<file path="config.mk">
export PLATFORM = sky130hd
export DESIGN_NAME = calorimeter_event_statistics_unit
export DESIGN_NICKNAME = d
export VERILOG_FILES = /design/src/design/cesu_pkg.sv /design/src/design/cesu_accum.sv /design/src/design/cesu_div.sv /design/src/design/calorimeter_event_statistics_unit.sv
export SDC_FILE = /design/constraint.sdc
export NUM_CORES = 2
export LEC_CHECK = 0
export ABC_CLOCK_PERIOD_IN_PS = 18900
export BUFFER_PORTS_ARGS = -buffer_cell sky130_fd_sc_hd__buf_4
export CAP_MARGIN = 30
export CORE_AREA = 2 2 274 411
export CTS_CLUSTER_SIZE = 28
export DETAILED_ROUTE_END_ITERATION = 10
export DIE_AREA = 0 0 276 413
export PLACE_DENSITY_LB_ADDON = 0.3
export SLEW_MARGIN = 20
export SYNTH_ARGS = -nofsm -noshare
export SYNTH_HDL_FRONTEND = slang
export SYNTH_SLANG_ARGS = --single-unit
</file>
<file path="constraint.sdc">
create_clock -name clk -period 18.9 [get_ports clk]
set_input_delay 0.945 -clock clk [delete_from_list [all_inputs] [get_ports clk]]
set_output_delay 0.945 -clock clk [all_outputs]
set_load 0.1 [all_outputs]
</file>
<file path="src/design/cesu_pkg.sv">
`default_nettype none
package cesu_pkg;

  // Field widths
  localparam int POS_W   = 20;
  localparam int EN_W    = 24;
  localparam int TOT_W   = 36;
  localparam int WSUM_W  = 56;
  localparam int HITS_W  = 13;
  localparam int PROD_W  = POS_W + EN_W + 1;

  // Opcodes
  localparam logic [1:0] OP_HIT       = 2'd0;
  localparam logic [1:0] OP_HIT_CLOSE = 2'd1;
  localparam logic [1:0] OP_CLOSE     = 2'd2;

  // Record kinds
  localparam logic [2:0] REC_TOTAL = 3'd0;
  localparam logic [2:0] REC_BOXHI = 3'd1;
  localparam logic [2:0] REC_BOXLO = 3'd2;
  localparam logic [2:0] REC_PEAK  = 3'd3;
  localparam logic [2:0] REC_WEAK  = 3'd4;

  typedef struct packed {
    logic [1:0]              op;
    logic signed [POS_W-1:0] pos_x;
    logic signed [POS_W-1:0] pos_y;
    logic signed [POS_W-1:0] pos_z;
    logic [EN_W-1:0]         hit_energy;
  } in_item_t;

  typedef struct packed {
    logic [2:0]              record_kind;
    logic [TOT_W-1:0]        energy_value;
    logic signed [POS_W-1:0] out_x;
    logic signed [POS_W-1:0] out_y;
    logic signed [POS_W-1:0] out_z;
    logic [HITS_W-1:0]       hits_seen;
    logic                    zero_energy;
    logic                    hits_dropped;
    logic                    last_record;
  } out_item_t;

  // Running event statistics, index 0 = x, 1 = y, 2 = z
  typedef struct packed {
    logic [HITS_W-1:0]           hits_seen;
    logic                        overflow;
    logic [TOT_W-1:0]            energy_total;
    logic [2:0][WSUM_W-1:0]      wsum;
    logic [2:0][POS_W-1:0]       box_hi;
    logic [2:0][POS_W-1:0]       box_lo;
    logic [EN_W-1:0]             peak_e;
    logic [2:0][POS_W-1:0]       peak_pos;
    logic [EN_W-1:0]             weak_e;
    logic [2:0][POS_W-1:0]       weak_pos;
  } stats_t;

endpackage
`default_nettype wire

</file>
<file path="src/design/cesu_accum.sv">
`default_nettype none
module cesu_accum #(
  parameter int MAX_HITS = 4096
) (
  input  wire logic              clk,
  input  wire logic              rst_n,
  input  wire logic              start,
  input  wire logic              clear,
  input  wire cesu_pkg::in_item_t hit,
  output logic                   busy,
  output cesu_pkg::stats_t       stats
);

  localparam int CW = $clog2(MAX_HITS + 1);
  localparam int PW = cesu_pkg::POS_W;
  localparam int EW = cesu_pkg::EN_W;
  localparam int SW = cesu_pkg::WSUM_W;
  localparam int TW = cesu_pkg::TOT_W;
  localparam int MW = cesu_pkg::PROD_W;

  logic [CW-1:0]          cnt_r;
  logic                   ovf_r;
  logic [TW-1:0]          tot_r;
  logic [2:0][SW-1:0]     wsum_r;
  logic [2:0][PW-1:0]     bhi_r, blo_r, ppos_r, wpos_r;
  logic [EW-1:0]          pe_r, we_r;
  logic [2:0][PW-1:0]     p_r;
  logic [EW-1:0]          e_r;
  logic signed [MW-1:0]   prod_r;
  logic [1:0]             ph_r;
  logic                   busy_r;

  logic [2:0][PW-1:0]     p_in;
  logic                   full;
  logic [TW:0]            tot_sum;
  logic [PW-1:0]          mul_a;
  logic signed [MW-1:0]   mul_out;
  logic [SW-1:0]          acc_old;
  logic signed [SW:0]     acc_sum;
  logic [SW-1:0]          acc_new;

  assign p_in = {hit.pos_z, hit.pos_y, hit.pos_x};
  assign full = (cnt_r == CW'(MAX_HITS));
  assign tot_sum = {1'b0, tot_r} + (TW+1)'(hit.hit_energy);

  // Shared multiplier operand by phase
  always_comb begin
    unique case (ph_r)
      2'd0:    mul_a = p_r[0];
      2'd1:    mul_a = p_r[1];
      default: mul_a = p_r[2];
    endcase
  end
  assign mul_out = MW'($signed(mul_a) * $signed({1'b0, e_r}));

  // Saturating accumulate of the previous product
  always_comb begin
    unique case (ph_r)
      2'd1:    acc_old = wsum_r[0];
      2'd2:    acc_old = wsum_r[1];
      default: acc_old = wsum_r[2];
    endcase
    acc_sum = $signed({acc_old[SW-1], acc_old}) + (SW+1)'(prod_r);
    if (acc_sum[SW] != acc_sum[SW-1])
      acc_new = acc_sum[SW] ? {1'b1, {(SW-1){1'b0}}} : {1'b0, {(SW-1){1'b1}}};
    else
      acc_new = acc_sum[SW-1:0];
  end

  always_ff @(posedge clk) begin
    if (!rst_n || clear) begin
      cnt_r  <= '0;
      ovf_r  <= 1'b0;
      tot_r  <= '0;
      wsum_r <= '0;
      bhi_r  <= '0;
      blo_r  <= '0;
      ppos_r <= '0;
      wpos_r <= '0;
      pe_r   <= '0;
      we_r   <= '0;
      busy_r <= 1'b0;
      ph_r   <= '0;
    end else if (start) begin
      if (full) begin
        ovf_r <= 1'b1;
      end else begin
        cnt_r  <= cnt_r + 1'b1;
        tot_r  <= tot_sum[TW] ? {TW{1'b1}} : tot_sum[TW-1:0];
        p_r    <= p_in;
        e_r    <= hit.hit_energy;
        ph_r   <= '0;
        busy_r <= 1'b1;
        if (cnt_r == '0) begin
          bhi_r  <= p_in;
          blo_r  <= p_in;
          ppos_r <= p_in;
          wpos_r <= p_in;
          pe_r   <= hit.hit_energy;
          we_r   <= hit.hit_energy;
        end else begin
          for (int i = 0; i < 3; i++) begin
            if ($signed(p_in[i]) > $signed(bhi_r[i])) bhi_r[i] <= p_in[i];
            if ($signed(p_in[i]) < $signed(blo_r[i])) blo_r[i] <= p_in[i];
          end
          if (hit.hit_energy > pe_r) begin
            pe_r   <= hit.hit_energy;
            ppos_r <= p_in;
          end
          if (hit.hit_energy < we_r) begin
            we_r   <= hit.hit_energy;
            wpos_r <= p_in;
          end
        end
      end
    end else if (busy_r) begin
      // phase n multiplies axis n and accumulates axis n-1
      prod_r <= mul_out;
      unique case (ph_r)
        2'd1:    wsum_r[0] <= acc_new;
        2'd2:    wsum_r[1] <= acc_new;
        2'd3:    wsum_r[2] <= acc_new;
        default: ;
      endcase
      ph_r <= ph_r + 1'b1;
      if (ph_r == 2'd3) busy_r <= 1'b0;
    end
  end

  assign busy = busy_r;

  always_comb begin
    stats.hits_seen    = cesu_pkg::HITS_W'(cnt_r);
    stats.overflow     = ovf_r;
    stats.energy_total = tot_r;
    stats.wsum         = wsum_r;
    stats.box_hi       = bhi_r;
    stats.box_lo       = blo_r;
    stats.peak_e       = pe_r;
    stats.peak_pos     = ppos_r;
    stats.weak_e       = we_r;
    stats.weak_pos     = wpos_r;
  end

endmodule
`default_nettype wire

</file>
<file path="src/design/cesu_div.sv">
`default_nettype none
module cesu_div (
  input  wire logic                          clk,
  input  wire logic                          rst_n,
  input  wire logic                          start,
  input  wire logic [cesu_pkg::WSUM_W-1:0]   sum,
  input  wire logic [cesu_pkg::TOT_W-1:0]    total,
  output logic                               done,
  output logic [cesu_pkg::POS_W-1:0]         quot
);

  localparam int SW = cesu_pkg::WSUM_W;
  localparam int TW = cesu_pkg::TOT_W;
  localparam int PW = cesu_pkg::POS_W;
  localparam int NW = $clog2(SW + 1);

  logic [TW-1:0] rem_r, den_r;
  logic [SW-1:0] quo_r;
  logic          neg_r, busy_r, done_r;
  logic [NW-1:0] cnt_r;

  logic [SW-1:0] mag;
  logic [TW:0]   shifted;
  logic          fits;
  logic          big;

  assign mag     = sum[SW-1] ? (~sum + 1'b1) : sum;
  assign shifted = {rem_r, quo_r[SW-1]};
  assign fits    = shifted >= {1'b0, den_r};

  // Restoring divide, one quotient bit a cycle; rounding added up front
  always_ff @(posedge clk) begin
    if (!rst_n) begin
      busy_r <= 1'b0;
      done_r <= 1'b0;
    end else if (start) begin
      rem_r  <= '0;
      quo_r  <= mag + SW'(total >> 1);
      den_r  <= total;
      neg_r  <= sum[SW-1];
      cnt_r  <= NW'(SW);
      busy_r <= 1'b1;
      done_r <= 1'b0;
    end else if (busy_r) begin
      rem_r  <= fits ? TW'(shifted - {1'b0, den_r}) : shifted[TW-1:0];
      quo_r  <= {quo_r[SW-2:0], fits};
      cnt_r  <= cnt_r - 1'b1;
      if (cnt_r == NW'(1)) begin
        busy_r <= 1'b0;
        done_r <= 1'b1;
      end
    end else begin
      done_r <= 1'b0;
    end
  end

  // Clamp to the signed position range
  assign big = |quo_r[SW-1:PW-1];
  always_comb begin
    if (neg_r)
      quot = big ? {1'b1, {(PW-1){1'b0}}} : (~quo_r[PW-1:0] + 1'b1);
    else
      quot = big ? {1'b0, {(PW-1){1'b1}}} : quo_r[PW-1:0];
  end

  assign done = done_r;

endmodule
`default_nettype wire

</file>
<file path="src/design/calorimeter_event_statistics_unit.sv">
// Hit item: accepted while idle, then run through the phases of the shared
// multiplier and accumulator before a return to idle; no new item is taken
// until then (a hit dropped at capacity skips the phases).
// Event close: three 56-step divisions on one divider (skipped at zero total
// energy), then five records, one per cycle unstalled.
// Synchronous active-low reset clears all event state and the output valid flag.
`default_nettype none
module calorimeter_event_statistics_unit #(
  parameter int MAX_HITS = 4096
) (
  input  wire logic                clk,
  input  wire logic                rst_n,
  input  wire logic                in_valid,
  output logic                     in_stall,
  input  wire cesu_pkg::in_item_t  in_data,
  output logic                     out_valid,
  input  wire logic                out_stall,
  output cesu_pkg::out_item_t      out_data
);

  localparam int PW = cesu_pkg::POS_W;

  typedef enum logic [2:0] {
    ST_IDLE, ST_HIT, ST_CLOSE, ST_DIV_START, ST_DIV_WAIT, ST_EMIT
  } state_t;

  state_t              state_r;
  logic                close_r;
  logic [1:0]          axis_r;
  logic [2:0]          kind_r;
  logic [2:0][PW-1:0]  bary_r;
  logic                out_valid_r;
  cesu_pkg::out_item_t out_data_r;

  logic                acc_start, acc_clear, acc_busy;
  cesu_pkg::stats_t    stats;
  logic                div_start, div_done;
  logic [cesu_pkg::WSUM_W-1:0] div_sum;
  logic [PW-1:0]       div_quot;
  logic                accept, load, zero_e;
  cesu_pkg::out_item_t rec;

  assign in_stall  = (state_r != ST_IDLE);
  assign accept    = in_valid && !in_stall;
  assign acc_start = accept && (in_data.op == cesu_pkg::OP_HIT ||
                                in_data.op == cesu_pkg::OP_HIT_CLOSE);
  assign load      = (state_r == ST_EMIT) && (!out_valid_r || !out_stall);
  assign acc_clear = load && (kind_r == cesu_pkg::REC_WEAK);
  assign div_start = (state_r == ST_DIV_START);
  assign zero_e    = (stats.energy_total == '0);

  always_comb begin
    unique case (axis_r)
      2'd0:    div_sum = stats.wsum[0];
      2'd1:    div_sum = stats.wsum[1];
      default: div_sum = stats.wsum[2];
    endcase
  end

  cesu_accum #(.MAX_HITS(MAX_HITS)) u_accum (
    .clk   (clk),
    .rst_n (rst_n),
    .start (acc_start),
    .clear (acc_clear),
    .hit   (in_data),
    .busy  (acc_busy),
    .stats (stats)
  );

  cesu_div u_div (
    .clk   (clk),
    .rst_n (rst_n),
    .start (div_start),
    .sum   (div_sum),
    .total (stats.energy_total),
    .done  (div_done),
    .quot  (div_quot)
  );

  // Record builder
  always_comb begin
    rec.record_kind  = kind_r;
    rec.hits_seen    = stats.hits_seen;
    rec.zero_energy  = zero_e;
    rec.hits_dropped = stats.overflow;
    rec.last_record  = (kind_r == cesu_pkg::REC_WEAK);
    unique case (kind_r)
      cesu_pkg::REC_TOTAL: begin
        rec.energy_value = stats.energy_total;
        {rec.out_z, rec.out_y, rec.out_x} = bary_r;
      end
      cesu_pkg::REC_BOXHI: begin
        rec.energy_value = '0;
        {rec.out_z, rec.out_y, rec.out_x} = stats.box_hi;
      end
      cesu_pkg::REC_BOXLO: begin
        rec.energy_value = '0;
        {rec.out_z, rec.out_y, rec.out_x} = stats.box_lo;
      end
      cesu_pkg::REC_PEAK: begin
        rec.energy_value = cesu_pkg::TOT_W'(stats.peak_e);
        {rec.out_z, rec.out_y, rec.out_x} = stats.peak_pos;
      end
      default: begin
        rec.energy_value = cesu_pkg::TOT_W'(stats.weak_e);
        {rec.out_z, rec.out_y, rec.out_x} = stats.weak_pos;
      end
    endcase
  end

  // Sequencer and output register
  always_ff @(posedge clk) begin
    if (!rst_n) begin
      state_r     <= ST_IDLE;
      close_r     <= 1'b0;
      axis_r      <= '0;
      kind_r      <= cesu_pkg::REC_TOTAL;
      out_valid_r <= 1'b0;
    end else begin
      if (out_valid_r && !out_stall) out_valid_r <= 1'b0;
      unique case (state_r)
        ST_IDLE: begin
          if (accept) begin
            close_r <= (in_data.op == cesu_pkg::OP_HIT_CLOSE);
            if (acc_start) state_r <= ST_HIT;
            else if (in_data.op == cesu_pkg::OP_CLOSE) state_r <= ST_CLOSE;
          end
        end
        ST_HIT: begin
          if (!acc_busy) state_r <= close_r ? ST_CLOSE : ST_IDLE;
        end
        ST_CLOSE: begin
          axis_r <= '0;
          kind_r <= cesu_pkg::REC_TOTAL;
          if (zero_e) begin
            bary_r  <= '0;
            state_r <= ST_EMIT;
          end else begin
            state_r <= ST_DIV_START;
          end
        end
        ST_DIV_START: state_r <= ST_DIV_WAIT;
        ST_DIV_WAIT: begin
          if (div_done) begin
            bary_r[axis_r] <= div_quot;
            if (axis_r == 2'd2) begin
              state_r <= ST_EMIT;
            end else begin
              axis_r  <= axis_r + 1'b1;
              state_r <= ST_DIV_START;
            end
          end
        end
        ST_EMIT: begin
          if (load) begin
            out_data_r  <= rec;
            out_valid_r <= 1'b1;
            if (kind_r == cesu_pkg::REC_WEAK) state_r <= ST_IDLE;
            else kind_r <= kind_r + 1'b1;
          end
        end
        default: state_r <= ST_IDLE;
      endcase
    end
  end

  assign out_valid = out_valid_r;
  assign out_data  = out_data_r;

  // Only the weakest-hit record closes an event
  a_last_rec: assert property (@(posedge clk) disable iff (!rst_n)
    out_valid |-> (out_data.last_record == (out_data.record_kind == cesu_pkg::REC_WEAK)))
    else $error("last_record on wrong record");

  // Zero total energy forces a zero barycentre
  a_zero_bary: assert property (@(posedge clk) disable iff (!rst_n)
    out_valid && out_data.record_kind == cesu_pkg::REC_TOTAL && out_data.zero_energy
    |-> out_data.out_x == '0 && out_data.out_y == '0 && out_data.out_z == '0)
    else $error("barycentre not zero at zero energy");

  // Zero-energy flag agrees with the total
  a_zero_flag: assert property (@(posedge clk) disable iff (!rst_n)
    out_valid && out_data.record_kind == cesu_pkg::REC_TOTAL
    |-> out_data.zero_energy == (out_data.energy_value == '0))
    else $error("zero_energy flag mismatch");

  // Box records carry no energy
  a_box_energy: assert property (@(posedge clk) disable iff (!rst_n)
    out_valid && (out_data.record_kind == cesu_pkg::REC_BOXHI ||
                  out_data.record_kind == cesu_pkg::REC_BOXLO)
    |-> out_data.energy_value == '0)
    else $error("box record with energy");

  // No divider start while a hit is still accumulating
  a_div_idle: assert property (@(posedge clk) disable iff (!rst_n)
    div_start |-> !acc_busy)
    else $error("divider started during accumulation");

endmodule
`default_nettype wire

</file>
== Word-level counts from Yosys, hierarchy flattened ==
Index checks and enable logic that the tools add are counted.

* $add $sub $neg: 11
* Mux-type cells: 68
* Bitwise logic cells: 7
* Multiply operators: 1
* Reduce and logical (&&, ||, !) cells: 59
* Magnitude comparators: 11
* Eq/ne operators: 29

{| class="wikitable"
|+ Operator list
! cell !! count
|-
| $mux W60 || 8
|-
| $pmux W96 S4 || 1
|-
| $mux W56 || 5
|-
| $pmux W56 S2 || 2
|-
| $mux W20 || 10
|-
| $pmux W60 S2 || 1
|-
| $mux W36 || 3
|-
| $mux W24 || 4
|-
| $bwmux W60 || 1
|-
| $gt A20 B20 Y1 || 3
|-
| $lt A20 B20 Y1 || 3
|-
| $add A56 B45 Y57 || 1
|-
| $add A56 B1 Y56 const B || 1
|-
| $add A56 B35 Y56 || 1
|-
| $not A56 Y56 || 1
|-
| $reduce_and A3 Y1 || 16
|-
| $mul A20 B25 Y45 || 1
|-
| $demux W20 S2 || 1
|-
| $pmux W20 S2 || 1
|-
| $add A36 B24 Y37 || 1
|-
| $ge A37 B36 Y1 || 1
|-
| $reduce_or A37 Y1 || 1
|-
| $logic_not A36 Y1 || 1
|-
| $sub A36 B36 Y36 || 1
|-
| other kinds (41) || 117
|}

* Input port bits: 90
* Output and inout port bits: 117
* Logic and storage cells: 237
* Register bits after elaboration: 960

== Longest topological paths before layout ==
* Word-level depth: 7
* Depth in mapped cells: 35
* Gate-level depth less buffers: 33

== Cells and area by module ==
From an unflattened synthesis, not the netlist that was laid out.

* Cell total of the unflattened synthesis: 7751
* Area, all modules: 70324.9 um2

{| class="wikitable"
|+ Modules (own cells, without submodules)
! module !! cells each !! area an instance (um2) !! sequential area each (um2) !! times used
|-
| cesu_accum || 5475 || 48451.5 || 14063.5 || 1
|-
| cesu_div || 1313 || 11788.8 || 4093.9 || 1
|-
| calorimeter_event_statistics_unit || 963 || 10084.7 || 5455.2 || 1
|}

== Worst setup path before layout ==
No wires, ideal clock.

* Kind: reg2reg
* Start point: reg u_accum.ph_r[1]
* End point: reg u_accum.prod_r[44] (data pin)
* Buffers on the path: 3
* Stages on the path, launching flop included: 33
* Required time: 18640 ps
* Period minus slack after synthesis: 8329 ps
* Data arrival time: 8069 ps
* Setup time: 260 ps
* Path slack: 10571 ps
* Cell sequence: dfxtp_1 inv_1 ha_1 clkbuf_1 buf_1 a22oi_1 nand2_1 clkbuf_1 nand2_1 fa_1 inv_1 fa_1 inv_1 fa_1 inv_1 fa_1 fa_1 fa_1 inv_1 fa_1 inv_1 ha_1 a21o_1 o21ai_0 nor3_1 a211oi_1 o211ai_1 a311oi_1 or3_1 a31oi_1 a41o_1 a21oi_1 xnor2_1

* Word-level cells in the longest chain between the ends: 3
* Elaborated cells on any way between the ends: 4
* Classes of those cells: 1 x mul; 1 x eq/ne; 1 x mux; 1 x reduce/logical

{| class="wikitable"
|+ RTL lines
! element !! RTL line !! text
|-
| from (decl) || cesu_accum.sv:30 || <nowiki>logic [1:0] ph_r;</nowiki>
|-
| from (signal assigned) || cesu_accum.sv:125 || <nowiki>ph_r <= ph_r + 1'b1;</nowiki>
|-
| $eq A2 B1 Y1 or $logic_not A2 Y1 (tied branches) || cesu_accum.sv:48 || <nowiki>unique case (ph_r)</nowiki>
|-
| $pmux W20 S2 (*) || cesu_accum.sv:48 ||
|-
| $mul A20 B25 Y45 (*) || cesu_accum.sv:54 || <nowiki>assign mul_out = MW'($signed(mul_a) * $signed({1'b0, e_r}));</nowiki>
|-
| net u_accum.mul_out[44] || cesu_accum.sv:37 || <nowiki>logic signed [MW-1:0] mul_out;</nowiki>
|-
| to (signal assigned) || cesu_accum.sv:118 || <nowiki>prod_r <= mul_out;</nowiki>
|-
| to (decl) || cesu_accum.sv:29 || <nowiki>logic signed [MW-1:0] prod_r;</nowiki>
|}

The timed path passes the listed nets; every way through them passes the cells marked *.
A chain may end at the register's enable or synchronous reset.

== Final worst setup path ==
* Start point: reg u_accum.ph_r[0]
* End point: reg u_accum.prod_r[44] (data pin)

Same word-level chain as after synthesis.

==> results_dict.tcl <==
set metrics [dict create \
    synth_xor_area_share_pct 3.42 \
    cp.arrival_ps 10400 \
    synth_top_cell_area_share_pct 19.1 \
    dieArea_um2 114000 \
    violations "DRC" \
    syn_nets 8529 \
    synth-simple-area-share_pct 15.1 \
    critical_path_class "reg -> reg" \
    portBuffers 206 \
    cp_slowest_cell "nand2_1" \
    hold_buffers 0 \
    synthMuxAreaShare_pct 3.41 \
    synthAdderAreaFrac_pct 20.9 \
    skew_ps 55.3 \
    grt_max_degree 152 \
    path_buf_inv 7 \
    netlist_instances 7528 \
    cts_buffer_depth 3 \
    ys_types 91 \
    dp_slack_ps 9160 \
    drc 16 \
    cts.sinks 960 \
    cap_violations 0 \
    wl_per_cell_um 24.3 \
    hold_violations 0 \
    yosys_most_used_dff "dfxtp_1" \
    setup_viol 0 \
    finalNetCount 8516 \
    max_slew_margin_pct 22.4 \
    die_width_um 276 \
    initial_core_util_pct 62.3 \
    grt_first_pass_wirelength_um 334000 \
    viasPerCell 6.38 \
    core.rowCount 150 \
    die_h_um 413 \
    ys_seq_area_share_pct 34.3 \
    drive_gt1_share_pct 7.73 \
    overflow 0 \
    required_ps 19400 \
    cts_root_buf "clkbuf_16" \
    ant_nets 0 \
    dr.pass1.iters 11 \
    outcome "finished, violations left" \
    cp-end-kind "flop" \
    gp_congestion 1.02 \
    rsz0062_at_grt "false" \
    numCtsBuffers 93 \
    nFillCells 8792 \
    antenna_found_initial 17 \
    post_cts_buffers 0 \
    synth_top_family_by_area "adder cells" \
    fmax_ghz 0.101 \
    worstPathMaxFanout 24 \
    area_delta_synth_final_pct 8.99 \
    cp_common_cell "fa_1" \
    finalMaxSlewViolations 0 \
    reg2reg_slack_ps 9000 \
    htree_levels 3 \
    wirelength_um 219000 \
    coreArea_um2 111000 \
    num_vias 57667 \
    synth_edf_count 439 \
    postSynthAreaPerCell_um2 9.16 \
    clk_pin_slew_ps 80 \
    final_cell_mix "inv_1 (755), nand2_1 (659), nor2_1 (619)" \
    synth.area.top_cells "edfxtp_1 (19%), dfxtp_1 (15%), fa_1 (12%), ha_1 (9.3%), inv_1 (4.1%)" \
    first_global_vias 58321 \
    io_pins 207 \
    cp_top_family "adder cells" \
    slowest_delay_ps 690 \
    ys.warnings.count 0 \
    whs_ps 439 \
    cts_resized 0 \
    place_hpwl_um 159000 \
    final.min_clock_period_ps 9900 \
    grt.total_usage_pct 38.1 \
    layout_setup_ws_ps 9000 \
    dr.first_iter.drc_count 5563 \
    cp-start-kind "flop" \
    fin_crit_sh_pct 52.4 \
    synth-seq-cells 960 \
    setup_tns_ps 0 \
    cts_tree "built" \
    synth_area_leader_cell "edfxtp_1" \
    synth-compound-area-share_pct 16.4 \
    clock_latency_ps 760 \
    synthArstFlopShare_pct 0 \
    worst-slew-pin-transition_ps 1160 \
    mostFrequentLayoutCell "inv_1" \
    syn_area_um2 68900 \
    hold_class "in -> reg" \
]
-- metal layers --
layer	track usage, %	part of all wire, %	routed length [um]	vias to the layer above
met5	0	0.048	106	-
met3	7.68	8.6	18800	896
met1	42.1	34	75600	27895
met4	31.3	9.7	21200	16
li1	-	-	-	25940
met2	64.0	47	104000	2920
-- kinds of logic after synthesis --
kind of cell / after synthesis
AND/OR/NAND/NOR: 2208
flip-flops: 960
buffers and inverters: 1178
adder cells (fa/ha/maj): 915
XOR/XNOR: 268
multiplexers: 233
AO/OA/AOI/OAI: 1766
-- synth_stat cells, drive strengths merged, types with 31 or more instances --
master,n
xnor2,164
o21a,93
edfxtp,439
a21o,155
a22oi,217
mux2i,227
nor2b,143
o21ai,389
a211oi,97
nand2b,56
clkbuf,346
nand2,660
nand3,250
dfxtp,521
xor2,104
nor2,625
a31oi,37
a21oi,507
a22o,58
and2,183
buf,75
nor4,31
fa,397
inv,756
ha,514
nor3,76
nand4,58
-- flip-flops by register name, indices dropped and copies added, names as in the netlist, 36 cells and up --
name            count
u_accum.stats     408
out_data          115
bary_r             60
u_accum.p_r        60
u_div.quo_r        56
u_accum.prod_r     45
u_accum.tot_r      36
u_div.den_r        36
u_div.rem_r        36
-- final timing paths --
kind | start | to | cells past startpoint
min | in_data[64] | u_accum.p_r[0]$_DFFE_PP_ | 1
max | u_accum.ph_r[0]$_SDFFE_PP0P_ | u_accum.prod_r[44]$_DFFE_PP_ | 32
max reg2reg | u_accum.ph_r[0]$_SDFFE_PP0P_ | u_accum.prod_r[44]$_DFFE_PP_ | 32
min reg2reg | u_accum.stats[7]$_SDFFE_PP0P_ | u_accum.stats[7]$_SDFFE_PP0P_ | 2
-- per-stage QoR --
| stage | instances | cell area [um^2] | utilization (%) |
|---|---|---|---|
| floorplan | 7528 | 68900 | - |
| global placement | 8847 | 71600 | 64.7 |
| detailed placement | 8855 | 71700 | 64.7 |
| CTS | 9030 | 75000 | 67.7 |
| global route | 9039 | 75100 | 67.8 |
| finish | 9045 | 75100 | 67.9 |
-- worst reg2reg max path, delay by kind of cell, from the launching register on --
| kind | cells | cell delay (ps) |
|---|---|---|
| xor gates and xnor gates | 1 | 110 |
| DFF | 1 | 390 |
| buffers and inverters | 7 | 930 |
| and+or+nand+nor | 6 | 1870 |
| adders and majority gates | 9 | 4050 |
| AOI/OAI and AO/OA | 9 | 2320 |
-- layout make-up --
cell class	instances	area [um^2]	area share, %
repair buffers	313	2470	3.29
multi-input cells	5390	41100	54.7
clock buffers	122	2680	3.56
flip-flops and latches	960	23600	31.4
clock inverters	53	586	0.779
well taps	1444	1810	2.40
diodes	6	15.0	0.0200
inverters	757	2840	3.79
Power is left out: the tool's default activity adds up to more than one toggle a clock period on the data nets, which glitch-free logic cannot reach.
